`src/design/terminal_key_decoder_cursor_defines.svh`:
```
// Assertion macros used by the top level of the terminal key decoder.
`ifndef TERMINAL_KEY_DECODER_CURSOR_DEFINES_SVH
`define TERMINAL_KEY_DECODER_CURSOR_DEFINES_SVH

`ifndef SYNTHESIS

`define TKDC_ASSERT_SAME(name, clk, rst_n, ante, cons) \
    name: assert property (@(posedge clk) disable iff (!rst_n) (ante) |-> (cons)) \
        else $error("same-cycle check failed");

`define TKDC_ASSERT_NEXT(name, clk, rst_n, ante, cons) \
    name: assert property (@(posedge clk) disable iff (!rst_n) (ante) |=> (cons)) \
        else $error("next-cycle check failed");

`else

`define TKDC_ASSERT_SAME(name, clk, rst_n, ante, cons)

`define TKDC_ASSERT_NEXT(name, clk, rst_n, ante, cons)

`endif

`endif

```
`src/design/tkd_pkg.sv`:
```
// Shared types and constants of the terminal key decoder.
`default_nettype none

package tkd_pkg;

    localparam int COORD_LIMIT = 1024;
    localparam int COORD_W     = 10;
    localparam int SIZE_W      = 11;
    localparam int KEY_W       = 9;
    localparam int QUEUE_DEPTH = 4;
    localparam int QPTR_W      = $clog2(QUEUE_DEPTH);
    localparam int QCNT_W      = $clog2(QUEUE_DEPTH + 1);

    localparam logic [KEY_W-1:0] KEY_BS_CTRL = 9'd8;
    localparam logic [KEY_W-1:0] KEY_CR      = 9'd13;
    localparam logic [KEY_W-1:0] KEY_CTRL_Q  = 9'd17;
    localparam logic [KEY_W-1:0] KEY_CTRL_S  = 9'd19;
    localparam logic [KEY_W-1:0] KEY_ESC     = 9'd27;
    localparam logic [KEY_W-1:0] KEY_BS      = 9'd127;
    localparam logic [KEY_W-1:0] KEY_LEFT    = 9'd256;
    localparam logic [KEY_W-1:0] KEY_RIGHT   = 9'd257;
    localparam logic [KEY_W-1:0] KEY_UP      = 9'd258;
    localparam logic [KEY_W-1:0] KEY_DOWN    = 9'd259;
    localparam logic [KEY_W-1:0] KEY_DEL     = 9'd260;
    localparam logic [KEY_W-1:0] KEY_HOME    = 9'd261;
    localparam logic [KEY_W-1:0] KEY_END     = 9'd262;
    localparam logic [KEY_W-1:0] KEY_PGUP    = 9'd263;
    localparam logic [KEY_W-1:0] KEY_PGDN    = 9'd264;

    localparam logic [0:0] CFG_COLUMNS = 1'b0;
    localparam logic [0:0] CFG_ROWS    = 1'b1;

    typedef struct packed {
        logic             valid;
        logic [KEY_W-1:0] code;
    } key_t;

    typedef struct packed {
        logic [COORD_W-1:0] col_last;
        logic [COORD_W-1:0] row_last;
        logic [SIZE_W-1:0]  rows;
    } geom_t;

    typedef struct packed {
        logic              full;
        logic              empty;
        logic [QCNT_W-1:0] count;
    } queue_status_t;

endpackage

`default_nettype wire

```
`src/design/tkd_front.sv`:
```
// Byte parser that turns escape sequences into key codes.
`default_nettype none

module tkd_front (
    input  wire              aclk,
    input  wire              aresetn,
    input  wire              byte_accept,
    input  wire [7:0]        in_byte,
    output tkd_pkg::key_t    key_out
);

    localparam logic [7:0] BYTE_ESC     = 8'h1b;
    localparam logic [7:0] BYTE_LSQUARE = 8'h5b;
    localparam logic [7:0] BYTE_SS3     = 8'h4f;
    localparam logic [7:0] BYTE_TILDE   = 8'h7e;
    localparam logic [7:0] BYTE_ZERO    = 8'h30;
    localparam logic [7:0] BYTE_NINE    = 8'h39;

    typedef enum logic [1:0] {
        PH_IDLE,
        PH_ESC,
        PH_SEQ,
        PH_DIGIT
    } phase_t;

    phase_t                      phase_reg, phase_next;
    logic [7:0]                  first_reg, first_next;
    logic [7:0]                  digit_reg, digit_next;
    logic                        emit;
    logic [tkd_pkg::KEY_W-1:0]   code;

    function automatic logic [tkd_pkg::KEY_W-1:0] letter_key(input logic [7:0] b,
                                                             input logic arrows);
        logic [tkd_pkg::KEY_W-1:0] k;
        k = tkd_pkg::KEY_ESC;
        unique case (b)
            8'h48: k = tkd_pkg::KEY_HOME;
            8'h46: k = tkd_pkg::KEY_END;
            8'h41: k = arrows ? tkd_pkg::KEY_UP : tkd_pkg::KEY_ESC;
            8'h42: k = arrows ? tkd_pkg::KEY_DOWN : tkd_pkg::KEY_ESC;
            8'h43: k = arrows ? tkd_pkg::KEY_RIGHT : tkd_pkg::KEY_ESC;
            8'h44: k = arrows ? tkd_pkg::KEY_LEFT : tkd_pkg::KEY_ESC;
            default: k = tkd_pkg::KEY_ESC;
        endcase
        return k;
    endfunction

    function automatic logic [tkd_pkg::KEY_W-1:0] tilde_key(input logic [7:0] d);
        logic [tkd_pkg::KEY_W-1:0] k;
        k = tkd_pkg::KEY_ESC;
        unique case (d)
            8'h31, 8'h37: k = tkd_pkg::KEY_HOME;
            8'h33:        k = tkd_pkg::KEY_DEL;
            8'h34, 8'h38: k = tkd_pkg::KEY_END;
            8'h35:        k = tkd_pkg::KEY_PGUP;
            8'h36:        k = tkd_pkg::KEY_PGDN;
            default:      k = tkd_pkg::KEY_ESC;
        endcase
        return k;
    endfunction

    always_comb begin
        phase_next = phase_reg;
        first_next = first_reg;
        digit_next = digit_reg;
        emit       = 1'b0;
        code       = tkd_pkg::KEY_ESC;
        unique case (phase_reg)
            PH_IDLE: begin
                if (in_byte == BYTE_ESC) begin
                    phase_next = PH_ESC;
                end else begin
                    emit = 1'b1;
                    code = {1'b0, in_byte};
                end
            end
            PH_ESC: begin
                first_next = in_byte;
                phase_next = PH_SEQ;
            end
            PH_SEQ: begin
                phase_next = PH_IDLE;
                if (first_reg == BYTE_LSQUARE) begin
                    if (in_byte >= BYTE_ZERO && in_byte <= BYTE_NINE) begin
                        digit_next = in_byte;
                        phase_next = PH_DIGIT;
                    end else begin
                        emit = 1'b1;
                        code = letter_key(in_byte, 1'b1);
                    end
                end else if (first_reg == BYTE_SS3) begin
                    emit = 1'b1;
                    code = letter_key(in_byte, 1'b0);
                end else begin
                    emit = 1'b1;
                end
            end
            PH_DIGIT: begin
                phase_next = PH_IDLE;
                emit       = 1'b1;
                code       = (in_byte == BYTE_TILDE) ? tilde_key(digit_reg)
                                                     : tkd_pkg::KEY_ESC;
            end
            default: begin
                phase_next = PH_IDLE;
            end
        endcase
    end

    always_ff @(posedge aclk) begin
        if (!aresetn) begin
            phase_reg <= PH_IDLE;
            first_reg <= 8'd0;
            digit_reg <= 8'd0;
        end else if (byte_accept) begin
            phase_reg <= phase_next;
            first_reg <= first_next;
            digit_reg <= digit_next;
        end
    end

    assign key_out.valid = byte_accept && emit;
    assign key_out.code  = code;

endmodule

`default_nettype wire

```
`src/design/tkd_queue.sv`:
```
// Short key queue between the parser and the cursor unit.
`default_nettype none

module tkd_queue (
    input  wire                          aclk,
    input  wire                          aresetn,
    input  wire tkd_pkg::key_t           push_key,
    input  wire                          pop,
    output logic [tkd_pkg::KEY_W-1:0]    head_code,
    output tkd_pkg::queue_status_t       status
);

    logic [tkd_pkg::KEY_W-1:0]  slot_reg [tkd_pkg::QUEUE_DEPTH];
    logic [tkd_pkg::QPTR_W-1:0] wr_ptr_reg, wr_ptr_next;
    logic [tkd_pkg::QPTR_W-1:0] rd_ptr_reg, rd_ptr_next;
    logic [tkd_pkg::QCNT_W-1:0] count_reg, count_next;
    logic                       do_push, do_pop;

    assign do_push = push_key.valid && (count_reg != tkd_pkg::QCNT_W'(tkd_pkg::QUEUE_DEPTH));
    assign do_pop  = pop && (count_reg != '0);

    always_comb begin
        wr_ptr_next = do_push ? wr_ptr_reg + 1'b1 : wr_ptr_reg;
        rd_ptr_next = do_pop ? rd_ptr_reg + 1'b1 : rd_ptr_reg;
        count_next  = count_reg;
        if (do_push && !do_pop) begin
            count_next = count_reg + 1'b1;
        end else if (do_pop && !do_push) begin
            count_next = count_reg - 1'b1;
        end
    end

    always_ff @(posedge aclk) begin
        if (!aresetn) begin
            wr_ptr_reg <= '0;
            rd_ptr_reg <= '0;
            count_reg  <= '0;
        end else begin
            wr_ptr_reg <= wr_ptr_next;
            rd_ptr_reg <= rd_ptr_next;
            count_reg  <= count_next;
        end
    end

    always_ff @(posedge aclk) begin
        if (do_push) begin
            slot_reg[wr_ptr_reg] <= push_key.code;
        end
    end

    assign head_code    = slot_reg[rd_ptr_reg];
    assign status.count = count_reg;
    assign status.empty = (count_reg == '0);
    assign status.full  = (count_reg == tkd_pkg::QCNT_W'(tkd_pkg::QUEUE_DEPTH));

endmodule

`default_nettype wire

```
`src/design/tkd_back.sv`:
```
// Cursor unit that applies each key and holds the result register.
`default_nettype none

module tkd_back (
    input  wire                          aclk,
    input  wire                          aresetn,
    input  wire                          key_valid,
    input  wire [tkd_pkg::KEY_W-1:0]     key_code,
    input  wire tkd_pkg::geom_t          geom,
    output logic                         key_pop,
    output logic                         m_tvalid,
    input  wire                          m_tready,
    output logic [31:0]                  m_tdata
);

    localparam logic [tkd_pkg::COORD_W-1:0] COORD_MAX =
        tkd_pkg::COORD_W'(tkd_pkg::COORD_LIMIT - 1);

    logic [tkd_pkg::COORD_W-1:0] col_reg, col_next;
    logic [tkd_pkg::COORD_W-1:0] row_reg, row_next;
    logic                        valid_reg;
    logic [31:0]                 data_reg, data_next;
    logic [tkd_pkg::COORD_W-1:0] col_right;
    logic [tkd_pkg::COORD_W-1:0] row_downstep;
    logic [tkd_pkg::SIZE_W:0]    row_jump;

    function automatic logic [tkd_pkg::COORD_W-1:0] step_up(
        input logic [tkd_pkg::COORD_W-1:0] v,
        input logic [tkd_pkg::COORD_W-1:0] last);
        return (v != last && v != COORD_MAX) ? v + 1'b1 : v;
    endfunction

    function automatic logic [tkd_pkg::COORD_W-1:0] step_down(
        input logic [tkd_pkg::COORD_W-1:0] v);
        return (v != '0) ? v - 1'b1 : v;
    endfunction

    assign key_pop      = key_valid && (!valid_reg || m_tready);
    assign col_right    = step_up(col_reg, geom.col_last);
    assign row_downstep = step_up(row_reg, geom.row_last);
    assign row_jump     = {2'b00, row_reg} + {1'b0, geom.rows};

    always_comb begin
        col_next = col_reg;
        row_next = row_reg;
        case (key_code)
            tkd_pkg::KEY_CR, tkd_pkg::KEY_CTRL_Q, tkd_pkg::KEY_CTRL_S: begin
            end
            tkd_pkg::KEY_HOME:  col_next = '0;
            tkd_pkg::KEY_END:   col_next = geom.col_last;
            tkd_pkg::KEY_LEFT:  col_next = step_down(col_reg);
            tkd_pkg::KEY_RIGHT: col_next = col_right;
            tkd_pkg::KEY_UP:    row_next = step_down(row_reg);
            tkd_pkg::KEY_DOWN:  row_next = row_downstep;
            tkd_pkg::KEY_DEL:   col_next = step_down(col_right);
            tkd_pkg::KEY_BS, tkd_pkg::KEY_BS_CTRL: col_next = step_down(col_reg);
            tkd_pkg::KEY_PGUP: begin
                row_next = ({1'b0, row_reg} >= geom.rows)
                         ? tkd_pkg::COORD_W'({1'b0, row_reg} - geom.rows) : '0;
            end
            tkd_pkg::KEY_PGDN: begin
                if (row_reg < geom.row_last) begin
                    row_next = geom.row_last;
                end else if (row_reg > geom.row_last) begin
                    row_next = (row_jump > (tkd_pkg::SIZE_W + 1)'(COORD_MAX))
                             ? COORD_MAX : tkd_pkg::COORD_W'(row_jump);
                end
            end
            default: begin
                if (col_reg != COORD_MAX) begin
                    col_next = col_reg + 1'b1;
                end
            end
        endcase
    end

    always_comb begin
        data_next = {(key_code == tkd_pkg::KEY_CTRL_S),
                     (key_code == tkd_pkg::KEY_CTRL_Q),
                     (key_code == tkd_pkg::KEY_CR),
                     row_next, col_next, key_code};
    end

    always_ff @(posedge aclk) begin
        if (!aresetn) begin
            col_reg   <= '0;
            row_reg   <= '0;
            valid_reg <= 1'b0;
        end else begin
            if (key_pop) begin
                col_reg   <= col_next;
                row_reg   <= row_next;
                valid_reg <= 1'b1;
            end else if (m_tready) begin
                valid_reg <= 1'b0;
            end
        end
    end

    always_ff @(posedge aclk) begin
        if (key_pop) begin
            data_reg <= data_next;
        end
    end

    assign m_tvalid = valid_reg;
    assign m_tdata  = data_reg;

endmodule

`default_nettype wire

```
`src/design/terminal_key_decoder_cursor.sv`:
```
// Top level of the terminal key decoder with cursor tracking.
//
// Raw keyboard bytes enter on the s_ stream, one byte per transaction. Escape
// sequences are folded into single key codes; every byte that completes a key
// yields one transaction on the m_ stream with the key, the cursor column and
// row after that key, and the newline, quit and save flags.
// The cfg channel writes the screen size: index 0 sets the columns, index 1 the
// rows. It is always ready and should be written only while the block is idle.
// A byte that completes a key goes from the parser into a four-entry key queue,
// and its result reaches m_tvalid through the output register of the cursor unit.
// One byte is taken in every cycle while the queue is not full.
// When the receiver stalls, the result stays in the output register, the
// queue fills, and s_tready drops once the queue is full.
// Reset clears the parser, the cursor, the queue and the output, and restores
// 80 columns by 22 rows.
`default_nettype none

`include "terminal_key_decoder_cursor_defines.svh"

module terminal_key_decoder_cursor (
    input  wire         aclk,
    input  wire         aresetn,
    input  wire         s_tvalid,
    output logic        s_tready,
    input  wire  [7:0]  s_tdata,   // in_byte[7:0]
    output logic        m_tvalid,
    input  wire         m_tready,
    output logic [31:0] m_tdata,   // key_code[8:0], col_now[18:9], row_now[28:19],
                                   // newline_request[29], quit_request[30],
                                   // save_request[31]
    input  wire         cfg_valid,
    output logic        cfg_ready,
    input  wire  [0:0]  cfg_index,
    input  wire  [10:0] cfg_data
);

    localparam logic [tkd_pkg::SIZE_W-1:0] SIZE_LIMIT =
        tkd_pkg::SIZE_W'(tkd_pkg::COORD_LIMIT);

    logic [tkd_pkg::SIZE_W-1:0]  cols_reg, cols_next;
    logic [tkd_pkg::SIZE_W-1:0]  rows_reg, rows_next;
    logic [tkd_pkg::SIZE_W-1:0]  cols_eff, rows_eff;
    tkd_pkg::geom_t              geom;
    tkd_pkg::key_t               parsed_key;
    tkd_pkg::queue_status_t      q_status;
    logic [tkd_pkg::KEY_W-1:0]   head_code;
    logic                        key_pop;
    logic                        byte_accept;

    assign cfg_ready   = 1'b1;
    assign s_tready    = !q_status.full;
    assign byte_accept = s_tvalid && s_tready;

    always_comb begin
        cols_next = cols_reg;
        rows_next = rows_reg;
        if (cfg_valid) begin
            if (cfg_index == tkd_pkg::CFG_COLUMNS) begin
                cols_next = cfg_data;
            end else begin
                rows_next = cfg_data;
            end
        end
    end

    always_ff @(posedge aclk) begin
        if (!aresetn) begin
            cols_reg <= 11'd80;
            rows_reg <= 11'd22;
        end else begin
            cols_reg <= cols_next;
            rows_reg <= rows_next;
        end
    end

    assign cols_eff = (cols_reg == '0) ? 11'd1 : (cols_reg > SIZE_LIMIT ? SIZE_LIMIT : cols_reg);
    assign rows_eff = (rows_reg == '0) ? 11'd1 : (rows_reg > SIZE_LIMIT ? SIZE_LIMIT : rows_reg);

    assign geom.col_last = tkd_pkg::COORD_W'(cols_eff - 1'b1);
    assign geom.row_last = tkd_pkg::COORD_W'(rows_eff - 1'b1);
    assign geom.rows     = rows_eff;

    tkd_front u_front (
        .aclk        (aclk),
        .aresetn     (aresetn),
        .byte_accept (byte_accept),
        .in_byte     (s_tdata),
        .key_out     (parsed_key)
    );

    tkd_queue u_queue (
        .aclk      (aclk),
        .aresetn   (aresetn),
        .push_key  (parsed_key),
        .pop       (key_pop),
        .head_code (head_code),
        .status    (q_status)
    );

    tkd_back u_back (
        .aclk      (aclk),
        .aresetn   (aresetn),
        .key_valid (!q_status.empty),
        .key_code  (head_code),
        .geom      (geom),
        .key_pop   (key_pop),
        .m_tvalid  (m_tvalid),
        .m_tready  (m_tready),
        .m_tdata   (m_tdata)
    );

    `TKDC_ASSERT_SAME(a_queue_bound, aclk, aresetn,
        1'b1, q_status.count <= tkd_pkg::QCNT_W'(tkd_pkg::QUEUE_DEPTH))

    `TKDC_ASSERT_NEXT(a_no_phantom_result, aclk, aresetn,
        !m_tvalid && q_status.empty, !m_tvalid)

    `TKDC_ASSERT_NEXT(a_queue_needs_byte, aclk, aresetn,
        q_status.empty && !(s_tvalid && s_tready), q_status.empty)

endmodule

`default_nettype wire

```
`config.mk`:
```
export PLATFORM = sky130hd
export DESIGN_NAME = terminal_key_decoder_cursor
export DESIGN_NICKNAME = d
export VERILOG_FILES = /design/src/design/tkd_pkg.sv /design/src/design/tkd_front.sv /design/src/design/tkd_queue.sv /design/src/design/tkd_back.sv /design/src/design/terminal_key_decoder_cursor.sv
export VERILOG_INCLUDE_DIRS = /design/src /design/src/design
export SDC_FILE = /design/constraint.sdc
export NUM_CORES = 1
export LEC_CHECK = 0
export BUFFER_PORTS_ARGS = -buffer_cell sky130_fd_sc_hd__buf_2
export CAP_MARGIN = 40
export CORE_ASPECT_RATIO = 0.9
export CORE_MARGIN = 4
export CORE_UTILIZATION = 35
export CTS_BUF_LIST = sky130_fd_sc_hd__clkbuf_4 sky130_fd_sc_hd__clkbuf_8 sky130_fd_sc_hd__clkbuf_16
export CTS_CLUSTER_DIAMETER = 60
export DETAILED_ROUTE_END_ITERATION = 8
export GPL_TIMING_DRIVEN = 0
export PLACE_DENSITY_LB_ADDON = 0.08
export SLEW_MARGIN = 10
export SYNTH_ARGS = -nofsm -noshare
export SYNTH_HDL_FRONTEND = slang
export SYNTH_HIERARCHICAL = 1
export SYNTH_SLANG_ARGS = --single-unit
```
`constraint.sdc`:
```
create_clock -name aclk -period 5.3 [get_ports aclk]
set_input_delay 0.53 -clock aclk [delete_from_list [all_inputs] [get_ports aclk]]
set_output_delay 0.53 -clock aclk [all_outputs]
set_load 0.01 [all_outputs]
```
=== Word-level counts from Yosys, hierarchy flattened ===
Memory sizes are Yosys's and may differ from the RTL's. A register that Yosys moved wholly into a read port is not among the register bits.
Cells that the tools add are included.

* Bits in registers: 100
* Bits in latches: 0
* RAM bits: 36
* ROM bits: 0
* Input port bits: 25
* Output and inout port bits: 35
* Logic and storage cells: 152
* Memories kept: 1

* $add $sub $neg: 13
* Multiply operators: 0
* Divide/modulo/power cells: 0
* $lt $le $gt $ge: 8
* Equal/unequal tests: 41
* Shift operators: 0
* Multiplexer cells: 41
* Bitwise operators: 1
* Reduce and logical (&&, ||, !) cells: 35

{| class="wikitable"
|+ Memories
! name !! words !! bits a word !! read ports !! clocked after memory_dff !! write ports !! line !! text
|-
| u_queue.slot_reg || 4 || 9 || 1 || 1 || 1 || tkd_queue.sv:13 || <nowiki>logic [tkd_pkg::KEY_W-1:0] slot_reg [tkd_pkg::QUEUE_DEPTH];</nowiki>
|}

{| class="wikitable"
|+ Operators by type and width
! kind !! number
|-
| 10-bit 2-to-1 mux || 12
|-
| 9-bit == test, second input constant || 9
|-
| 8-bit by 7-bit == test with 1-bit output, second input constant || 9
|-
| 10-bit case mux with 6 select lines || 1
|-
| 8-bit by 6-bit == test with 1-bit output, second input constant || 7
|-
| 9-bit case mux with 6 select lines || 1
|-
| 10-bit by 1-bit subtractor with 10-bit output, second input constant || 5
|-
| 9-bit case mux with 5 select lines || 1
|-
| 10-bit case mux with 4 select lines || 1
|-
| 9-bit 2-to-1 mux || 4
|-
| 10-bit nonzero test || 3
|-
| 9-bit case mux with 3 select lines || 1
|-
| 11-bit greater-than comparator, second input constant || 2
|-
| 11-bit logical NOT || 2
|-
| 11-bit 2-to-1 mux || 2
|-
| 10-bit by 1-bit adder with 10-bit output, second input constant || 2
|-
| 10-bit != test || 2
|-
| 10-bit != test, second input constant || 2
|-
| 9-bit by 4-bit == test with 1-bit output, second input constant || 2
|-
| 9-bit by 5-bit == test with 1-bit output, second input constant || 2
|-
| 9-bit case mux with 2 select lines || 1
|-
| 10-bit by 11-bit adder with 12-bit output || 1
|-
| 12-bit by 10-bit greater-than comparator with 1-bit output, second input constant || 1
|-
| 10-bit by 11-bit greater-or-equal comparator with 1-bit output || 1
|-
| 34 further kinds || 65
|}

=== Depth between registers and ports, before layout ===
* Word-level depth: 11
* Gate-level depth with buffers: 19
* Depth with buffers taken out: 18

=== By module ===
Netlist, hierarchy kept.

{| class="wikitable"
|+ By module, submodules not included
! module !! instances !! cells an instance !! area an instance (um^2)
|-
| tkd_back || 1 || 741 || 5,640.4
|-
| tkd_queue || 1 || 95 || 1,781.7
|-
| terminal_key_decoder_cursor || 1 || 197 || 1,393.8
|-
| tkd_front || 1 || 145 || 1,227.4
|}

=== Worst setup path after synthesis ===
No wires, ideal clock.

* Kind: reg-to-reg
* Start point: register cols_reg[2] (netlist name)
* End point: register u_back.data_reg[15], in the netlist u_back/m_tdata[15] (data pin)
* Setup time: 0.261 ns
* Arrival: 4.031 ns
* Required time: 5.039 ns
* Setup slack: 1.009 ns
* Cell stages (with the launch flop): 17
* Buffers on the path: 0
* Period minus slack after synthesis: 4.291 ns
* Path through: dfxtp_1 -> nor4_1 -> a31oi_1 -> or2_2 -> ha_1 -> inv_1 -> nor4_1 -> o22ai_1 -> xor2_1 -> nor4_1 -> a31oi_1 -> mux2_2 -> a32oi_1 -> nand2_1 -> mux2i_1 -> a211oi_1 -> o21bai_1

{| class="wikitable"
|+ RTL lines
! element !! line !! text
|-
| start: declaration || terminal_key_decoder_cursor.sv:40 || <nowiki>logic [tkd_pkg::SIZE_W-1:0] cols_reg, cols_next;</nowiki>
|-
| start signal: assignment || terminal_key_decoder_cursor.sv:71 || <nowiki>cols_reg <= cols_next;</nowiki>
|-
| end signal: assignment || tkd_back.sv:102 || <nowiki>data_reg <= data_next;</nowiki>
|-
| end: declaration || tkd_back.sv:22 || <nowiki>logic [31:0] data_reg, data_next;</nowiki>
|}

==> flow_metrics.env <==
export IMPL_worst_slew_pin_slew_ns=0.862
export IMPL_setup_ws_ns=0.239
export IMPL_synth_edf_count=68
export IMPL_postLayoutCoreUtil_pct=41.0
export IMPL_timing_rr_start="cols_reg[6]"
export IMPL_core_area_mm2=0.0281
export IMPL_slew_viol_final=0
export IMPL_status="complete, no violations"
export IMPL_place_inst=1598
export IMPL_drt_antenna_violating_nets=0
export IMPL_maxCapViolations=0
export IMPL_crit_fanout=8
export IMPL_antenna_found_initial=0
export IMPL_drt_first_pass_iters=5
export IMPL_slowest_delay_ns=0.56
export IMPL_avgSynthCellArea_um2=8.53
export IMPL_synthesis_nets=1247
export IMPL_grt_pass1_wl_mm=50.2
export IMPL_r2r_end="u_back/col_reg[3]"
export IMPL_final_common_cell="nand2_1"
export IMPL_cp_depth=17
export IMPL_layout_common_cells="nand2_1, nor2_1, buf_2"
export IMPL_grt_usage_pct=20.0
export IMPL_clk_path_buf_depth=2
export IMPL_clock_skew_ns=0.00852
export IMPL_power_density_mw_per_mm2=383
export IMPL_worstSkewPairLatency_ns=0.42
export IMPL_clock_fmax_ghz=0.198
export IMPL_cts_root_buf="clkbuf_16"
export IMPL_required_ns=5.62
export IMPL_clkSlewWorstSetupHoldPaths_ns=0.06
export IMPL_ys_seq_area_share_pct=34.3
export IMPL_cp_top_family="simple AND/OR/NAND/NOR gates"
export IMPL_path_cells="clkbuf_1, nor4_4, a31oi_1, or2_2, ha_1, inv_1, nor4_1, o22ai_1, xor2_1, nor4_4, a31oi_1, mux2i_1, nand2_1, or4_1, o211ai_1, a32oi_1, a31o_2"
export IMPL_htree_levels=4
export IMPL_crit_arrival_ns=5.38
export IMPL_async_reset_ff_share_pct=0
export IMPL_drive_gt1_share_pct=12.3
export IMPL_reg2reg_slack_ns=0.24
export IMPL_crit_path_top_delay_cell="or4_1"
export IMPL_mappedNetlistArea_mm2=0.0100
export IMPL_overflow=0
export IMPL_hp_start="cfg_data[6]"
export IMPL_ys_flop_type="dfxtp_1"
export IMPL_dieHeight_um=169
export IMPL_wl_per_cell_um=19.5
export IMPL_p_leak_uw=0.00453
export IMPL_antenna_cells=0
export IMPL_yosys_warnings=6
export IMPL_io_pin_count=60
export IMPL_ys_ff_latch=138
export IMPL_finalNonFillerCells=1630
export IMPL_yosysUniqueCellTypes=86
export IMPL_crit_type="reg -> reg"
export IMPL_hold_viol_final=0
export IMPL_ir_drop_v=0.000204
export IMPL_place_gp_congestion=0.941
export IMPL_hold_end="cols_reg[6]"
export IMPL_die_w_um=187
export IMPL_area_growth_pct=14.6
export IMPL_num_fill_cells=2869
export IMPL_hold_class="in -> reg"
export IMPL_max_slew_margin_pct=42.5
export IMPL_nets=1326
export IMPL_largest_register_ff_count=36
export IMPL_dpl_hpwl_mm=23.5
export IMPL_routed_wl_mm=31.7
export IMPL_period_share_pct=95.5
export IMPL_viasPerCell=5.63
export IMPL_critPathBufInv=2
export IMPL_synth_cells=1178
export IMPL_start_util_pct=35.8
export IMPL_pre_cts_slack_ns=-0.199
export IMPL_cts_sinks=138
export IMPL_vias=9176
export IMPL_drc=0
export IMPL_core_rowCount=58
export IMPL_setup_violations=0
export IMPL_finalCriticalPeriod_ns=5.06
export IMPL_die_area_mm2=0.0315
export IMPL_start_kind="flip-flop"
export IMPL_io_buffers=58
export IMPL_holdWs_ns=0.353
export IMPL_grt_pass1_vias=8663
export IMPL_cts_buffers=17
export IMPL_end_kind="flip-flop"
export IMPL_holdPathStages=3
export IMPL_cts_tree="built"
export IMPL_drt_iter0_markers=1030
export IMPL_reg2reg_depth=17
export IMPL_grt_max_degree=26
## how the worst max path moves through the flow
stage	startpoint	end	slack, ns
after global placement	cols_reg[2]	u_back/m_tdata[15]	-0.24
after CTS	cols_reg[6]	u_back/m_tdata[15]	0.06
final	cols_reg[6]	u_back/col_reg[3]	0.24
after floorplan	cols_reg[2]	u_back/m_tdata[15]	1.01
after global routing	cols_reg[6]	u_back/col_reg[3]	-0.005
after detailed placement	cols_reg[2]	u_back/m_tdata[15]	-0.20
## metal layers
metal	GRT usage (%)	part of all wire (%)	up-vias
met5	0	0	-
met4	4.56	1.4	0
met3	3.24	5.7	24
met2	31.2	44	289
met1	29.3	49	4357
li1	-	-	4506
## synth_stat cells, types with 9 or more instances
| master | number | share of area [%] |
|---|---|---|
| buf_2 | 12 | 0.60 |
| a21o_1 | 12 | 0.90 |
| and2_1 | 21 | 1.3 |
| nand2b_1 | 25 | 1.6 |
| nand3_1 | 31 | 1.5 |
| a211oi_1 | 17 | 1.3 |
| a31oi_1 | 26 | 1.6 |
| dfxtp_1 | 70 | 14 |
| o211ai_1 | 9 | 0.67 |
| nor3_1 | 35 | 1.7 |
| a21oi_1 | 54 | 2.7 |
| or3_1 | 12 | 0.75 |
| clkbuf_1 | 57 | 2.1 |
| nor2b_1 | 33 | 2.1 |
| nor4_1 | 16 | 1.0 |
| mux4_2 | 9 | 2.0 |
| o31ai_1 | 13 | 0.97 |
| o21ai_0 | 67 | 3.3 |
| nor2_1 | 84 | 3.1 |
| ha_1 | 41 | 5.1 |
| xnor2_1 | 24 | 2.1 |
| a221o_1 | 10 | 1.0 |
| and3_1 | 20 | 1.2 |
| inv_1 | 58 | 2.2 |
| xor2_1 | 21 | 1.8 |
| nand4_1 | 11 | 0.69 |
| or4_1 | 9 | 0.67 |
| nand2_1 | 121 | 4.5 |
| a21boi_0 | 23 | 1.7 |
| mux2i_1 | 25 | 2.5 |
| edfxtp_1 | 68 | 20 |
## tightest hold or removal path, delay by kind of cell
family	cells	cell delay (ns)
buffers and inverters	1	0.09
and+or+nand+nor	2	0.12
## cell type report
cell class                      count  area [µm²]  area share (%)
Clock inverter                     12         186            1.62
Multi-Input combinational cell    908        6130            53.3
Tap cell                          360         450            3.91
Clock buffer                       20         454            3.95
Sequential cell                   138        3440            29.9
Timing Repair Buffer               60         315            2.74
Buffer                             74         307            2.66
Inverter                           58         218            1.89
## per-stage QoR
| stage | total power [µW] | TNS [ns] | cell area, µm² |
|---|---|---|---|
| 3_3_place_gp | 3070 | -0.643 | 10800 |
| 3_5_place_dp | 3080 | -0.420 | 10800 |
| 4_1_cts | 4430 | 0 | 11500 |
| 2_1_floorplan | 2540 | 0 | 10000 |
| 5_1_grt | 4680 | -0.00498 | 11500 |
| 6_report | 4410 | 0 | 11500 |
## where the power goes
| part | switching [µW] | internal (µW) |
|---|---|---|
| Sequential | 91.5 | 1380 |
| Combinational | 1040 | 572 |
| Clock | 504 | 819 |
## timing repair
action | 4_1_cts | 5_1_grt
pin swaps | 0 | 0
setup buffers | 0 | 0
setup endpoints to repair | 6 | 8
gates resized for setup | 2 | 7
hold buffers | 0 | 0
## cell families (layout without fill, tap and decap cells)
logic type	Yosys count	count (layout)	share of synthesized area, %
buf+inv	132	224	5.20
fa+ha+maj	44	44	5.71
mux	36	36	4.73
flops	138	138	34.3
compound gates	315	315	21.6
simple gates	467	467	24.5
xor+xnor	45	45	3.92
other cells	1	1	0.0373
Note: power is estimated with default switching activity, not from simulation.
